==> src/hw/rtl/rc5_pkg.sv <==
// ----------------------------------------------------------------------------
// rc5 frame decoder package
// shared types, register codes and reset values of the rc5 decoder
// ----------------------------------------------------------------------------
package rc5_pkg;

    localparam int unsigned FINE_W   = 8;
    localparam int unsigned SEARCH_W = 16;
    localparam int unsigned BITS_W   = 4;
    localparam int unsigned FRAME_W  = 12;
    localparam int unsigned ADDR_W   = 5;
    localparam int unsigned CMD_W    = 6;
    localparam int unsigned CFG_W    = 16;
    localparam int unsigned IDX_W    = 2;

    localparam logic [BITS_W-1:0]   FRAME_BITS = 4'd12;
    localparam logic [FINE_W-1:0]   FINE_MAX   = 8'hFF;
    localparam logic [SEARCH_W-1:0] SEARCH_MAX = 16'hFFFF;

    localparam logic [FINE_W-1:0]   QUIET_RST    = 8'd55;
    localparam logic [SEARCH_W-1:0] TIMEOUT_RST  = 16'd2048;
    localparam logic [FINE_W-1:0]   MAX_HALF_RST = 8'd17;

    // register index codes
    localparam logic [IDX_W-1:0] CFG_QUIET    = 2'd0;
    localparam logic [IDX_W-1:0] CFG_TIMEOUT  = 2'd1;
    localparam logic [IDX_W-1:0] CFG_MAX_HALF = 2'd2;

    typedef enum logic [2:0] {
        PH_IDLE   = 3'd0,
        PH_QUIET  = 3'd1,
        PH_LEAD   = 3'd2,
        PH_HALF   = 3'd3,
        PH_START2 = 3'd4,
        PH_SAMPLE = 3'd5,
        PH_SYNC   = 3'd6
    } t_phase;

    typedef struct packed {
        t_phase              phase;
        logic [FINE_W-1:0]   fine_count;
        logic [SEARCH_W-1:0] search_count;
        logic [FINE_W-1:0]   three_quarter_mark;
        logic [FINE_W-1:0]   five_quarter_mark;
        logic [BITS_W-1:0]   bits_left;
        logic [FRAME_W-1:0]  shift_bits;
        logic                sampled_bit;
        logic                previous_pin;
        logic                edge_pending;
    } t_dec_state;

    typedef struct packed {
        logic [FINE_W-1:0]   quiet_ticks;
        logic [SEARCH_W-1:0] search_timeout_ticks;
        logic [FINE_W-1:0]   max_half_bit_ticks;
    } t_dec_cfg;

    typedef struct packed {
        logic              valid;
        logic              frame_error;
        logic              toggle_bit;
        logic [ADDR_W-1:0] device_address;
        logic [CMD_W-1:0]  command_code;
    } t_dec_result;

endpackage

==> src/hw/rtl/rc5_step.sv <==
// ----------------------------------------------------------------------------
// rc5 decoder step
// next state and result of the frame decoder for one pin sample
// ----------------------------------------------------------------------------
module rc5_step (
    input  rc5_pkg::t_dec_state  i_state,
    input  rc5_pkg::t_dec_cfg    i_cfg,
    input  logic                 i_pin,
    output rc5_pkg::t_dec_state  o_state,
    output rc5_pkg::t_dec_result o_result
);

    logic                         fall;
    logic                         active;
    logic                         do_lead;
    logic                         do_sync;
    logic                         fin;
    logic                         fin_err;
    logic                         smp;
    logic [rc5_pkg::FINE_W-1:0]   fc;
    logic [rc5_pkg::SEARCH_W-1:0] sc;
    logic [rc5_pkg::FINE_W+1:0]   m3;
    logic [rc5_pkg::FINE_W+2:0]   m5;
    logic [rc5_pkg::FINE_W:0]     m3_half;
    logic [rc5_pkg::FINE_W+1:0]   m5_half;

    assign fall = i_state.previous_pin & ~i_pin;
    assign fc   = (i_state.fine_count == rc5_pkg::FINE_MAX) ?
                  i_state.fine_count : i_state.fine_count + 1'b1;
    assign sc   = (i_state.search_count == rc5_pkg::SEARCH_MAX) ?
                  i_state.search_count : i_state.search_count + 1'b1;
    assign m3      = {2'b00, fc} * 10'd3;
    assign m5      = {3'b000, fc} * 11'd5;
    assign m3_half = m3[rc5_pkg::FINE_W+1:1];
    assign m5_half = m5[rc5_pkg::FINE_W+2:1];

    always_comb begin
        unique case (i_state.phase)
            rc5_pkg::PH_QUIET, rc5_pkg::PH_LEAD, rc5_pkg::PH_HALF,
            rc5_pkg::PH_START2, rc5_pkg::PH_SAMPLE, rc5_pkg::PH_SYNC: active = 1'b1;
            default: active = 1'b0;
        endcase
    end

    always_comb begin
        o_state              = i_state;
        o_state.previous_pin = i_pin;
        do_lead              = 1'b0;
        do_sync              = 1'b0;
        fin                  = 1'b0;
        fin_err              = 1'b0;
        smp                  = i_state.sampled_bit;
        if (!active) begin
            o_state.phase = rc5_pkg::PH_IDLE;
            if (fall) begin
                o_state.phase        = rc5_pkg::PH_QUIET;
                o_state.fine_count   = '0;
                o_state.search_count = '0;
            end
        end else begin
            if (fall) begin
                o_state.edge_pending = 1'b1;
            end
            o_state.fine_count   = fc;
            o_state.search_count = sc;
            case (i_state.phase)
                rc5_pkg::PH_QUIET: begin
                    if (sc >= i_cfg.search_timeout_ticks) begin
                        fin     = 1'b1;
                        fin_err = 1'b1;
                    end else if (fc >= i_cfg.quiet_ticks) begin
                        o_state.phase = rc5_pkg::PH_LEAD;
                        do_lead       = 1'b1;
                    end else if (!i_pin) begin
                        o_state.fine_count = '0;
                    end
                end
                rc5_pkg::PH_LEAD: begin
                    do_lead = 1'b1;
                end
                rc5_pkg::PH_HALF: begin
                    if (fc >= i_cfg.max_half_bit_ticks) begin
                        fin     = 1'b1;
                        fin_err = 1'b1;
                    end else if (i_pin) begin
                        o_state.three_quarter_mark = (m3_half > 9'd255) ?
                            rc5_pkg::FINE_MAX : m3_half[rc5_pkg::FINE_W-1:0];
                        o_state.five_quarter_mark  = (m5_half > 10'd255) ?
                            rc5_pkg::FINE_MAX : m5_half[rc5_pkg::FINE_W-1:0];
                        o_state.fine_count = '0;
                        o_state.phase      = rc5_pkg::PH_START2;
                    end
                end
                rc5_pkg::PH_START2: begin
                    if (fc >= i_state.three_quarter_mark) begin
                        fin     = 1'b1;
                        fin_err = 1'b1;
                    end else if (!i_pin) begin
                        o_state.fine_count = '0;
                        o_state.bits_left  = rc5_pkg::FRAME_BITS;
                        o_state.shift_bits = '0;
                        o_state.phase      = rc5_pkg::PH_SAMPLE;
                    end
                end
                rc5_pkg::PH_SAMPLE: begin
                    if (fc > i_state.three_quarter_mark || fc == rc5_pkg::FINE_MAX) begin
                        smp                 = i_pin;
                        o_state.sampled_bit = i_pin;
                        o_state.shift_bits  = {i_state.shift_bits[rc5_pkg::FRAME_W-2:0], i_pin};
                        o_state.phase       = rc5_pkg::PH_SYNC;
                        do_sync             = 1'b1;
                    end
                end
                rc5_pkg::PH_SYNC: begin
                    do_sync = 1'b1;
                end
                default: begin
                end
            endcase

            if (do_lead) begin
                if (sc >= i_cfg.search_timeout_ticks) begin
                    fin     = 1'b1;
                    fin_err = 1'b1;
                end else if (!i_pin) begin
                    o_state.fine_count = '0;
                    o_state.phase      = rc5_pkg::PH_HALF;
                end
            end

            if (do_sync) begin
                if (fc >= i_state.five_quarter_mark) begin
                    fin     = 1'b1;
                    fin_err = 1'b1;
                end else if (i_pin != smp) begin
                    o_state.fine_count = '0;
                    if (i_state.bits_left <= 4'd1) begin
                        o_state.bits_left = '0;
                        fin               = 1'b1;
                    end else begin
                        o_state.bits_left = i_state.bits_left - 1'b1;
                        o_state.phase     = rc5_pkg::PH_SAMPLE;
                    end
                end
            end

            // a latched edge restarts the search right after the result
            if (fin) begin
                if (o_state.edge_pending) begin
                    o_state.phase        = rc5_pkg::PH_QUIET;
                    o_state.fine_count   = '0;
                    o_state.search_count = '0;
                end else begin
                    o_state.phase = rc5_pkg::PH_IDLE;
                end
                o_state.edge_pending = 1'b0;
            end
        end
    end

    always_comb begin
        o_result.valid          = fin;
        o_result.frame_error    = fin_err;
        o_result.toggle_bit     = 1'b0;
        o_result.device_address = '0;
        o_result.command_code   = '0;
        if (!fin_err) begin
            o_result.toggle_bit     = o_state.shift_bits[rc5_pkg::FRAME_W-1];
            o_result.device_address = o_state.shift_bits[rc5_pkg::FRAME_W-2:rc5_pkg::CMD_W];
            o_result.command_code   = o_state.shift_bits[rc5_pkg::CMD_W-1:0];
        end
    end

endmodule

==> src/hw/rtl/rc5_ir_frame_decoder.sv <==
// ----------------------------------------------------------------------------
// rc5 ir frame decoder
// decodes rc5 frames from one demodulated receiver sample per tick
// ----------------------------------------------------------------------------
// The block takes one pin sample per clock cycle on the input stream and
// gives one item per finished frame on the output stream, in the cycle after
// the sample that ends the frame: either the toggle bit, address and command,
// or an error flag in tuser with all data bits zero. The decoder state is
// updated once per accepted sample, so a sample can be accepted every cycle;
// the input stalls only while a finished result sits in the output register
// and the sink does not take it. The user must write registers on the plain
// config port only while no frame is in progress; this is not enforced.
// ----------------------------------------------------------------------------
module rc5_ir_frame_decoder (
    input  logic        i_clk,
    input  logic        i_rst_n,
    input  logic        i_s_axis_tvalid,
    output logic        o_s_axis_tready,
    input  logic [7:0]  i_s_axis_tdata,   // [0] pin_level, [7:1] zero
    output logic        o_m_axis_tvalid,
    input  logic        i_m_axis_tready,
    output logic [15:0] o_m_axis_tdata,   // [0] toggle_bit, [5:1] device_address,
                                          // [11:6] command_code, [15:12] zero
    output logic        o_m_axis_tuser,   // [0] frame_error
    input  logic        i_cfg_we,
    input  logic [rc5_pkg::IDX_W-1:0] i_cfg_index,
    input  logic [rc5_pkg::CFG_W-1:0] i_cfg_data
);

    rc5_pkg::t_dec_state  r_state;
    rc5_pkg::t_dec_state  n_state;
    rc5_pkg::t_dec_cfg    r_cfg;
    rc5_pkg::t_dec_result n_result;
    logic                 r_out_valid;
    logic                 r_out_err;
    logic [11:0]          r_out_data;
    logic                 w_in_accept;

    assign o_s_axis_tready = ~r_out_valid | i_m_axis_tready;
    assign w_in_accept     = i_s_axis_tvalid & o_s_axis_tready;

    rc5_step u_step (
        .i_state  (r_state),
        .i_cfg    (r_cfg),
        .i_pin    (i_s_axis_tdata[0]),
        .o_state  (n_state),
        .o_result (n_result)
    );

    always_ff @(posedge i_clk) begin
        if (!i_rst_n) begin
            r_cfg.quiet_ticks          <= rc5_pkg::QUIET_RST;
            r_cfg.search_timeout_ticks <= rc5_pkg::TIMEOUT_RST;
            r_cfg.max_half_bit_ticks   <= rc5_pkg::MAX_HALF_RST;
        end else if (i_cfg_we) begin
            unique case (i_cfg_index)
                rc5_pkg::CFG_QUIET:    r_cfg.quiet_ticks <= i_cfg_data[rc5_pkg::FINE_W-1:0];
                rc5_pkg::CFG_TIMEOUT:  r_cfg.search_timeout_ticks <= i_cfg_data;
                rc5_pkg::CFG_MAX_HALF: r_cfg.max_half_bit_ticks <=
                                           i_cfg_data[rc5_pkg::FINE_W-1:0];
                default: begin
                end
            endcase
        end
    end

    always_ff @(posedge i_clk) begin
        if (!i_rst_n) begin
            r_state.phase              <= rc5_pkg::PH_IDLE;
            r_state.fine_count         <= '0;
            r_state.search_count       <= '0;
            r_state.three_quarter_mark <= '0;
            r_state.five_quarter_mark  <= '0;
            r_state.bits_left          <= '0;
            r_state.shift_bits         <= '0;
            r_state.sampled_bit        <= 1'b0;
            r_state.previous_pin       <= 1'b1;
            r_state.edge_pending       <= 1'b0;
        end else if (w_in_accept) begin
            r_state <= n_state;
        end
    end

    always_ff @(posedge i_clk) begin
        if (!i_rst_n) begin
            r_out_valid <= 1'b0;
        end else if (w_in_accept) begin
            r_out_valid <= n_result.valid;
        end else if (i_m_axis_tready) begin
            r_out_valid <= 1'b0;
        end
    end

    always_ff @(posedge i_clk) begin
        if (w_in_accept && n_result.valid) begin
            r_out_err  <= n_result.frame_error;
            r_out_data <= {n_result.command_code, n_result.device_address,
                           n_result.toggle_bit};
        end
    end

    assign o_m_axis_tvalid = r_out_valid;
    assign o_m_axis_tuser  = r_out_err;
    assign o_m_axis_tdata  = {4'b0000, r_out_data};

`ifndef SYNTHESIS
    a_err_zero_data: assert property (@(posedge i_clk) disable iff (!i_rst_n)
        r_out_valid && r_out_err |-> r_out_data == 12'd0)
        else $error("error item carries nonzero data");

    a_stall_blocks_input: assert property (@(posedge i_clk) disable iff (!i_rst_n)
        r_out_valid && !i_m_axis_tready |-> !o_s_axis_tready)
        else $error("input accepted while result stalled");

    a_idle_no_pending: assert property (@(posedge i_clk) disable iff (!i_rst_n)
        r_state.phase == rc5_pkg::PH_IDLE |-> !r_state.edge_pending)
        else $error("pending edge left while idle");

    a_bits_left_range: assert property (@(posedge i_clk) disable iff (!i_rst_n)
        r_state.bits_left <= rc5_pkg::FRAME_BITS)
        else $error("bit count out of range");

    a_result_from_item: assert property (@(posedge i_clk) disable iff (!i_rst_n)
        $rose(r_out_valid) |-> $past(w_in_accept))
        else $error("result without an accepted item");
`endif

endmodule

==> config.mk <==
export PLATFORM = sky130hd
export DESIGN_NAME = rc5_ir_frame_decoder
export DESIGN_NICKNAME = d
export VERILOG_FILES = /design/src/hw/rtl/rc5_pkg.sv /design/src/hw/rtl/rc5_step.sv /design/src/hw/rtl/rc5_ir_frame_decoder.sv
export SDC_FILE = /design/constraint.sdc
export NUM_CORES = 1
export LEC_CHECK = 0
export BUFFER_PORTS_ARGS = -buffer_cell sky130_fd_sc_hd__buf_4
export CAP_MARGIN = 10
export CORE_ASPECT_RATIO = 1.5
export CORE_UTILIZATION = 59
export DETAILED_ROUTE_END_ITERATION = 10
export PLACE_DENSITY = 0.87
export SYNTH_ARGS = -nofsm -noshare
export SYNTH_HDL_FRONTEND = slang
export SYNTH_SLANG_ARGS = --single-unit
==> constraint.sdc <==
create_clock -name i_clk -period 4.6 [get_ports i_clk]
set_input_delay 1.38 -clock i_clk [delete_from_list [all_inputs] [get_ports i_clk]]
set_output_delay 1.38 -clock i_clk [all_outputs]
set_load 0.1 [all_outputs]
==> run metrics <==
Clock transition at path regs=0.08 ns; Power Density=253.5 nW/um^2; area grow syn2layout=10.19%; Yosys cell types=80; Sink Count=108; Worst VDD drop=0.0001704 V; die span in x=89.50 um; Sum Neg Setup Slack=0 ns; Place WS=0.03906 ns; Synth async-reset ratio=0; Pint=1.403 mW; initial antenna violation count=0; CTS H-tree lvls=3; highest clock rate=231.1 MHz; Port Buf Inserts=38; Syn Std Cell Area=6775 sq um; GRT Util Overall=0.2747; die area=11920 sq um; crit path DAT=4.63 ns; Detailed Place HPWL=11320 um; RSZ-0062 raised after global routing=false; Flop pwr share=0.514; Row Count=47; drt drc=0; Post-Syn Area per Cell=8.950 sq um; Wirelength per Cell=16.49 um; pin count of the biggest net entering global routing=65; footprint of the multi-input gates=4098 sq um; first-pass GRT wire length=25600 um; Initial DRC Count=364; period utilisation layout=0.9407; Fillers=862; CTS buffer count=9; # Post-CTS Setup Buffers=0; kind of critical path=register to register; commonest cells after routing, fill and taps aside=95 x dfxtp_1, 84 x nand2_1, 72 x ha_1; max-cap viol count=0; num ports=50; setup violators final=0; Overflow after GRT=0; CTS tree=done; hold buffer count at cts=0; CP Max Fanout=7; #FFs+latches synth=108; Seq/Total Area, Yosys=0.3383; Hold Crit Depth=2; Nets=891; crit end category=register; vias in the first global route=5633; DR vias/cell=6.104; routability congestion estimate=0.8592; status=finished, final reports clean; Die Y=133.2 um; vias=5726; clock latency on the worst-skew pair=0.36 ns; Pleak=3.184 nW; Cells after Synth=757; DR pass1 iterations=5; final WL=15470 um; Worst R2R Path Depth=14; core area=11110 sq um; Final min period=4.327 ns; Main synth FF type=dfxtp_1; initial core utilization=0.6096; antenna diode count=0; Root Driver=clkbuf_16; Clock power frac=0.401; startpoint type of the worst setup path=register; synth warn=0; Sequential Area=2292 sq um; Worst Slack Setup Final=0.2730 ns; combinational power share=0.086; Net Switching=489.6 uW; Final Hold Vio Count=0; Hold Crit Class=register to register; EDFF count, synth=13; worst slew margin relative to its limit=0.5512; fraction of layout instances using a drive strength above 1=0.1378; Sw Ratio=0.2587; commonest non-fill, non-tap cell in the layout=dfxtp_1; clk buf depth=2; Worst Tran Pin Value=0.6715 ns; Resized cells post-CTS=1; Clock Skew=0.007880 ns; antenna-violating nets left=0; Critical Path RT=4.90 ns; max-slew violation total from the final report=0
==> Yosys cell counts (all sizes together) (11+ instances only) <==
library cell	count	area [sq um]
nor3	11	71.32
buf	12	93.83
xor2	11	96.34
o21ai	28	140.1
dfxtp	95	1902
clkbuf	22	82.58
nand2	87	329.1
nor2	50	195.2
edfxtp	13	390.4
nor2b	19	118.9
nand4	11	90.08
a22oi	12	95.09
a22o	33	289.0
a21boi	22	165.2
o221a	11	123.9
xnor2	12	105.1
inv	65	244.0
ha	72	900.9
a21oi	32	160.2
nand3	20	105.1
==> critical path: stages (launching register included) <==
cell       delay (ns)
dfxtp_1          0.47
and4_4           0.30
nand4_4          0.15
or2_1            0.30
or3_1            0.41
nor3_1           0.18
a21oi_1          0.13
ha_1             0.33
nand4_1          0.15
a2111oi_2        0.58
a211oi_1         0.18
a2111o_1         0.43
o31a_2           0.15
nor3_4           0.29
a22o_1           0.21
==> layer usage <==
layer	vias up	GRT usage	part of all wire	wire length, um
met5	-	0	0	0
li1	2770	-	-	-
met4	0	0.1296	0.034	520
met2	156	0.4953	0.54	8347
met1	2758	0.3023	0.39	6018
met3	42	0.04833	0.038	584
==> per-stage QoR <==
step                      area, sq um  utilization  cells  total power [mW]  hold WS, ns
after global placement           7154       0.6437    921             1.145       0.4462
after floorplan                  6787            -    760             1.110       0.4326
after global routing             7466       0.6717    938             1.946       0.4909
after CTS                        7445       0.6698    937             1.890       0.4696
after detailed placement         7154       0.6437    921             1.152       0.4587
final                            7466       0.6717    938             1.893       0.4678
==> final timing paths <==
kind / start / endpoint / slack, ns
worst max-delay path: r_state[38] / r_state[51] / 0.27
worst min-delay path: r_cfg[12] / r_cfg[12] / 0.47
worst max register to register: r_state[38] / r_state[51] / 0.27
worst min register to register: r_cfg[12] / r_cfg[12] / 0.47
==> power groups by stage <==
stage	Sequential (mW)	Clock, mW	Combinational, mW
floorplan	0.991	0	0.120
global placement	0.993	0	0.152
detailed placement	0.994	0	0.158
CTS	0.972	0.758	0.161
global route	0.974	0.795	0.178
finish	0.972	0.758	0.162
==> state kept, by name, summed over array words and instances (netlist names) <==
register / flops
r_cfg: 32
o_m_axis_tuser: 1
o_m_axis_tvalid: 1
r_state: 62
r_out_data: 12
==> cell type report <==
type / count / area share
multi-input cells: 553 / 0.5489
flip-flops and latches: 108 / 0.3070
repair buffers: 49 / 0.04894
inverters: 65 / 0.03268
clock buffers: 10 / 0.03067
well taps: 147 / 0.02464
clock inverters: 6 / 0.007206
==> logic make-up (layout without fill, tap and decap cells) <==
| logic type | after synthesis | in the layout | share of synthesized area |
|---|---|---|---|
| compound gates | 204 | 204 | 0.2345 |
| fa+ha+maj | 74 | 74 | 0.1389 |
| mux | 11 | 11 | 0.01644 |
| xor+xnor | 23 | 23 | 0.02973 |
| simple gates | 237 | 237 | 0.1795 |
| buf+inv | 99 | 130 | 0.06205 |
| other cells | 1 | 4 | 0.0005535 |
| flops | 108 | 108 | 0.3383 |
No activity file was read; power rests on OpenSTA's default activity.
